===== src/rtl/core/rgbtc_pkg.sv =====
// shared constants and types for the hue preserving tone curve block
package rgbtc_pkg;
    localparam int unsigned TableDepthDefault = 65536;
    localparam int unsigned ChWidth = 18;
    localparam int unsigned ValWidth = 16;
    localparam int unsigned QuotWidth = 16;
    localparam logic ReqPixel = 1'b0;
    localparam logic ReqWrite = 1'b1;

    // channel roles after ordering
    typedef struct packed {
        logic [1:0] hi_sel;
        logic [1:0] mid_sel;
        logic [1:0] lo_sel;
        logic       direct;
    } order_t;

    typedef struct packed {
        logic signed [ChWidth-1:0] red;
        logic signed [ChWidth-1:0] green;
        logic signed [ChWidth-1:0] blue;
    } rgb_t;
endpackage


===== src/rtl/core/rgbtc_div.sv =====
// pipelined restoring divider, one quotient bit per stage
module rgbtc_div (
    input  logic                               aclk,
    input  logic                               en,
    input  logic [31:0]                        num,
    input  logic [rgbtc_pkg::ValWidth-1:0]     den,
    output logic [rgbtc_pkg::QuotWidth-1:0]    quot
);
    import rgbtc_pkg::*;
    localparam int unsigned Steps = QuotWidth;

    logic [31:0]         rem_reg [0:Steps];
    logic [ValWidth-1:0] den_reg [0:Steps];
    logic [QuotWidth-1:0] q_reg  [0:Steps];

    always_comb begin
        rem_reg[0] = num;
        den_reg[0] = den;
        q_reg[0]   = '0;
    end

    // quotient is known below 2^16 since num < den * 65536
    for (genvar i = 0; i < Steps; i++) begin : g_step
        logic [32:0] trial;
        logic [31:0] shifted_den;
        assign shifted_den = {16'd0, den_reg[i]} << (Steps - 1 - i);
        assign trial = {1'b0, rem_reg[i]} - {1'b0, shifted_den};
        always_ff @(posedge aclk) begin
            if (en) begin
                den_reg[i+1] <= den_reg[i];
                if (!trial[32]) begin
                    rem_reg[i+1] <= trial[31:0];
                    q_reg[i+1]   <= q_reg[i] | (QuotWidth'(1) << (Steps - 1 - i));
                end else begin
                    rem_reg[i+1] <= rem_reg[i];
                    q_reg[i+1]   <= q_reg[i];
                end
            end
        end
    end

    assign quot = q_reg[Steps];
endmodule


===== config.mk =====
export PLATFORM = sky130hd
export DESIGN_NAME = rgbtc_div
export DESIGN_NICKNAME = d
export VERILOG_FILES = /design/src/rtl/core/rgbtc_pkg.sv /design/src/rtl/core/rgbtc_div.sv
export SDC_FILE = /design/constraint.sdc
export NUM_CORES = 1
export LEC_CHECK = 0
export BUFFER_PORTS_ARGS = -buffer_cell sky130_fd_sc_hd__buf_4
export CAP_MARGIN = 15
export CORE_MARGIN = 2
export CORE_UTILIZATION = 45
export CTS_BUF_LIST = sky130_fd_sc_hd__clkbuf_4 sky130_fd_sc_hd__clkbuf_8
export CTS_CLUSTER_SIZE = 16
export DETAILED_ROUTE_END_ITERATION = 10
export GPL_ROUTABILITY_DRIVEN = 1
export SLEW_MARGIN = 20
export SYNTH_ARGS = -nofsm -noshare
export SYNTH_HDL_FRONTEND = slang
export SYNTH_SLANG_ARGS = --single-unit

===== constraint.sdc =====
create_clock -name aclk -period 3.7 [get_ports aclk]
set_input_delay 0.74 -clock aclk [delete_from_list [all_inputs] [get_ports aclk]]
set_output_delay 0.74 -clock aclk [all_outputs]
set_load 0.02 [all_outputs]

# Yosys cells after proc, flatten, opt, wreduce, memory -nomap -nowiden
# Cells that the tools add are included.
# word_totals
regBits,976
in_bits,50
output_inout_bits,16
word_cells,93
# op_classes
n_addsub,16
mux,16
# op_table
operator,n
two-way mux 32 bit,15
subtractor 32 x 16 -> 33 bit,1
subtractor 32 x 17 -> 33 bit,1
subtractor 32 x 18 -> 33 bit,1
subtractor 32 x 19 -> 33 bit,1
subtractor 32 x 20 -> 33 bit,1
subtractor 32 x 21 -> 33 bit,1
subtractor 32 x 22 -> 33 bit,1
subtractor 32 x 23 -> 33 bit,1
subtractor 32 x 24 -> 33 bit,1
subtractor 32 x 25 -> 33 bit,1
subtractor 32 x 26 -> 33 bit,1
subtractor 32 x 27 -> 33 bit,1
subtractor 32 x 28 -> 33 bit,1
subtractor 32 x 29 -> 33 bit,1
subtractor 32 x 30 -> 33 bit,1
subtractor 32 x 31 -> 33 bit,1
two-way mux 16 bit,1

# Longest topological paths before layout
# logic_depth
word_depth,2
mapped_depth,15
ltp_nobuf,13

# Worst setup path after synthesis
# OpenSTA, ideal clock, no wires.
# synth_path
path_kind,reg2reg
startpoint,reg rem_reg[362] (netlist bit)
endpoint,"reg rem_reg[331] (netlist bit), data pin"
setup_ns,0.260
arrival_ns,3.105
required_time_ns,3.440
path_slack_ns,0.335
path_stages_with_launch,14
path_buffers,1
period_less_slack_ns,3.365
path_cell_list,edfxtp_1 > inv_1 > ha_1 > inv_1 > fa_1 > a211oi_1 > o21a_1 > o31ai_1 > a221o_1 > a31o_2 > a21oi_1 > nor4b_4 > buf_2 > mux2_2
# synth_between
elab_chain_cells,2
# synth_lines
element,line,source
start: declaration,rgbtc_div.sv:12,logic [31:0] rem_reg [0:Steps];
start signal: indexed assignment,rgbtc_div.sv:32,rem_reg[i+1] <= trial[31:0];
start signal: indexed assignment,rgbtc_div.sv:35,rem_reg[i+1] <= rem_reg[i];
subtractor 32 x 26 -> 33 bit,rgbtc_div.sv:27,"assign trial = {1'b0, rem_reg[i]} - {1'b0, shifted_den};"
two-way mux 32 bit,rgbtc_div.sv:31,if (!trial[32]) begin
# No other way between the ends.
# A chain may end at the register's enable or synchronous reset.

# Final worst setup path
# layout_path
startpoint,reg den_reg[48] (netlist bit)
endpoint,"reg rem_reg[92] (netlist bit), data pin"
# layout_between
elab_chain_cells,2
# layout_lines
element,line,source
start: declaration,rgbtc_div.sv:13,logic [ValWidth-1:0] den_reg [0:Steps];
start signal: indexed assignment,rgbtc_div.sv:30,den_reg[i+1] <= den_reg[i];
subtractor 32 x 18 -> 33 bit,rgbtc_div.sv:27,
two-way mux 32 bit,rgbtc_div.sv:31,
# No other way between the ends.

==> summary.md <==
| Metric | Value |
|---|---|
| Outcome | finished clean |
| Cell count after synthesis | between 3000 and 4000 |
| DRC | 0 |
| Core area | 94870 um2 |
| Total Routing Usage GR | 16.28% |
| Tcrit/Tclk final | between 90 and 100% |
| Largest register FFs | 480 |
| MaxCap Viol Count | 0 |
| Sink Count | 856 |
| Top_reg_cell synth | edfxtp_1 |
| Slew Viols, Final | 0 |
| Hold Path Class | in2reg |
| Pin count of the biggest net entering global routing | slightly below 90 |
| Peak Freq | 280.3 MHz |
| CTS buffer count | between 150 and 200 |
| Reg2Reg Depth | 10 |
| Max layer used | met4 |
| Row count | 113 |
| Sequential share of the synthesized area | about three fifths |
| Mapped cell area | 43020 um2 |
| Pre-antenna DRT Iters | 5 |
| H-tree depth | 4 |
| Max-slew headroom | 49.83% |
| CTS tree | done |
| CP Launch Type | flop |
| Critical Path RT | 4240 ps |
| Crit end category | flop |
| PortBufs | 65 |
| Root buf cell | clkbuf_8 |
| Max FO, Critical Path | 5 |
| Unrepaired setup endpoints after global routing | no |
| Setup Viol. Count Final | 0 |
| Starting Density | around 45% |
| Share of flip-flops with an asynchronous set or reset | 0% |
| Worst setup path end | rem_reg[92] |
| Layout cells sized above 1 | between 10% and 20% |
| Syn avg cell area | between 10 and 15 um2 |
| Post-route insts no fill | 5166 |
| Vias in the first global route | 27460 |
| Synthesized net count | 3871 |
| Reg2reg end | rem_reg[92] |
| Wirelength per Cell | 15.30 um |
| Static Leakage | 18.93 nW |
| Crit Path Class | reg2reg |
| Initial DRC count | roughly 1200 |
| Detailed placer's ending HPWL | 57.85 mm |
| Die area | 98090 um2 |
| Antenna violations before repair | 1 |
| EDFF count, synth | 856 |
| Final Hold Viols | 0 |
| Worst IR Drop VDD | around 0.34 mV |
| Final ANT Viol Nets | 0 |
| Worst hold slack | 117.7 ps |
| Die height | 313.2 um |
| I/O Pins | between 60 and 70 |
| Grt ovf | 0 |
| Pwr Density | between 600 and 700 nW/um2 |
| Met1 Routed Length | around 28 mm |
| Yosys warnings | 0 |
| #FFs+latches synth | 856 |
| Register-to-register setup slack | 130 ps |
| Worst Setup SP | den_reg[48] |
| Synth unique cells | 84 |
| Total power | 0.03396 W |
| TNS Setup | 0 ps |
| Placer congestion estimate | 0.9567 |
| Layout area overhead | 13.21% |
| Worst skew pair latency | approximately 800 ps |
| Skew final | roughly 32 ps |
| # placed instances | 4895 |
| CP arrival | just over 4000 ps |
| First-pass GRT wire length | 129.4 mm |
| Die Wd | approximately 310 um |
| Place WS | around 21 ps |
| R2R Path Start | den_reg[48] |
| DR vias | ~27000 |
| Metal2 WL | roughly 44 mm |
| Vias per cell | about 5.2 |
| Met3 WL post-DR | 2.872 mm |
| Worst-Margin Slew | ~740 ps |
| Routed wire length | 79.05 mm |
| Final worst slack | 132.1 ps |
| Worst-path clk slew | 60 ps |
| Clock Path Buffers | 3 |
| Final net count | 4109 |
| Final worst path period need | 3568 ps |
[layer usage]
layer	vias up	global-route usage (%)
met1	12700	14.81
met5	-	0
met4	0	10.07
li1	13470	-
met2	487	32.24
met3	226	3.493
[final cells by class]
type	count	area, um2
inverters	329	1235
multi-input cells	2289	15780
flip-flops and latches	856	25700
repair buffers	160	1451
fillers	8150	46170
diodes	1	2.502
well taps	1265	1583
clock buffers	208	2550
clock inverters	58	400.4
[how the worst min path moves through the flow]
stage                         to  cells past startpoint  slack [ps]       start
floorplan             q_reg[103]                      0         400  q_reg[119]
global placement         quot[1]                      0         400   q_reg[17]
detailed placement    q_reg[124]                      0         400  q_reg[140]
CTS                 rem_reg[492]                      1           6     num[12]
global route        rem_reg[494]                      1          40     num[14]
finish              rem_reg[490]                      1         120     num[10]
[cell usage after synthesis, types with 6 or more instances]
| master | instances | area [um2] |
|---|---|---|
| a21oi_1 | 235 | 1176 |
| ha_1 | 255 | 3191 |
| o21ai_0 | 237 | 1186 |
| nor3b_1 | 6 | 45.04 |
| inv_1 | 328 | 1231 |
| mux2_2 | 50 | 563.0 |
| or3_1 | 32 | 200.2 |
| a211oi_1 | 24 | 180.2 |
| a21boi_0 | 8 | 60.06 |
| nor2_1 | 261 | 979.7 |
| or2_2 | 12 | 75.07 |
| o2111ai_1 | 7 | 61.31 |
| a31oi_1 | 22 | 137.6 |
| xnor2_1 | 137 | 1200 |
| clkbuf_1 | 49 | 183.9 |
| nor3_1 | 72 | 360.4 |
| buf_4 | 18 | 135.1 |
| and3_1 | 20 | 125.1 |
| or4_1 | 8 | 60.06 |
| nor4_1 | 35 | 219.0 |
| and2_1 | 9 | 56.30 |
| o41ai_1 | 8 | 70.07 |
| fa_1 | 15 | 300.3 |
| nand3b_1 | 12 | 90.09 |
| nand2_1 | 256 | 960.9 |
| nand3_1 | 50 | 250.2 |
| o211ai_1 | 15 | 112.6 |
| nand2b_1 | 56 | 350.3 |
| a21o_1 | 73 | 548.0 |
| nand4_1 | 11 | 68.82 |
| edfxtp_1 | 856 | 25700 |
| a211o_1 | 6 | 52.55 |
| nor2b_1 | 40 | 250.2 |
| o31ai_1 | 25 | 187.7 |
| xor2_1 | 134 | 1174 |
| o31a_1 | 6 | 52.55 |
| o21a_1 | 37 | 277.8 |
| o21bai_1 | 23 | 172.7 |
| a31o_2 | 6 | 52.55 |
[layout by cell type, fill, tap and decap left out, drive strengths merged, types with 15 or more instances in the layout]
cell    synthesis  layout
nand2         256     256
buf            28     159
o21ai         239     239
a211oi         26      26
xnor2         137     137
edfxtp        856     856
nor2b          40      40
a21oi         235     235
o211ai         15      15
xor2          134     134
o21a           37      37
nor2          262     262
inv           329     334
or3            32      32
mux2           50      50
o21bai         23      23
o31ai          27      27
a21o           73      73
ha            255     255
fa             15      15
nor4           35      35
clkbuf         49     209
and3           20      20
nand3          51      51
a31oi          22      22
nand2b         56      56
nor3           73      73
clkinv          0      45
[repair_timing]
| action | CTS | global route |
|---|---|---|
| endpoints found under the setup margin | 0 | 24 |
| buffers inserted | 0 | 3 |
| resized for setup | 0 | 8 |
| hold buffers | 0 | 0 |
[where the power goes]
part           leakage, nW  total (W)  switching, W  internal, W
Combinational         9.13     0.0109       0.00597      0.00491
Clock                 1.56    0.00852       0.00373      0.00479
Sequential            8.24     0.0146       0.00123       0.0133
[logic make-up after synthesis]
group                      share of synthesized area (%)
muxes                                              1.309
buffers and inverters                              3.729
AOI/OAI and AO/OA                                  11.50
xor gates and xnor gates                           5.517
DFF                                                59.75
and+or+nand+nor                                    10.08
adders and majority gates                          8.115
[through the flow]
step / util, % / instance area (um2)
3_3_place_gp: 48.15 / 45680
5_1_grt: 51.34 / 48700
3_5_place_dp: 48.15 / 45680
2_1_floorplan: - / 43020
6_report: 51.34 / 48700
4_1_cts: 51.26 / 48630
[critical path: stages, from the launching register on]
cell	delay (ps)
edfxtp_1	390
ha_1	230
fa_1	400
nor2b_1	120
o21ai_0	140
a2111o_1	450
o211ai_1	140
o21ai_0	310
or4b_2	720
a211oi_1	320
xor2_1	110
Power figures use the tool's default switching activity.
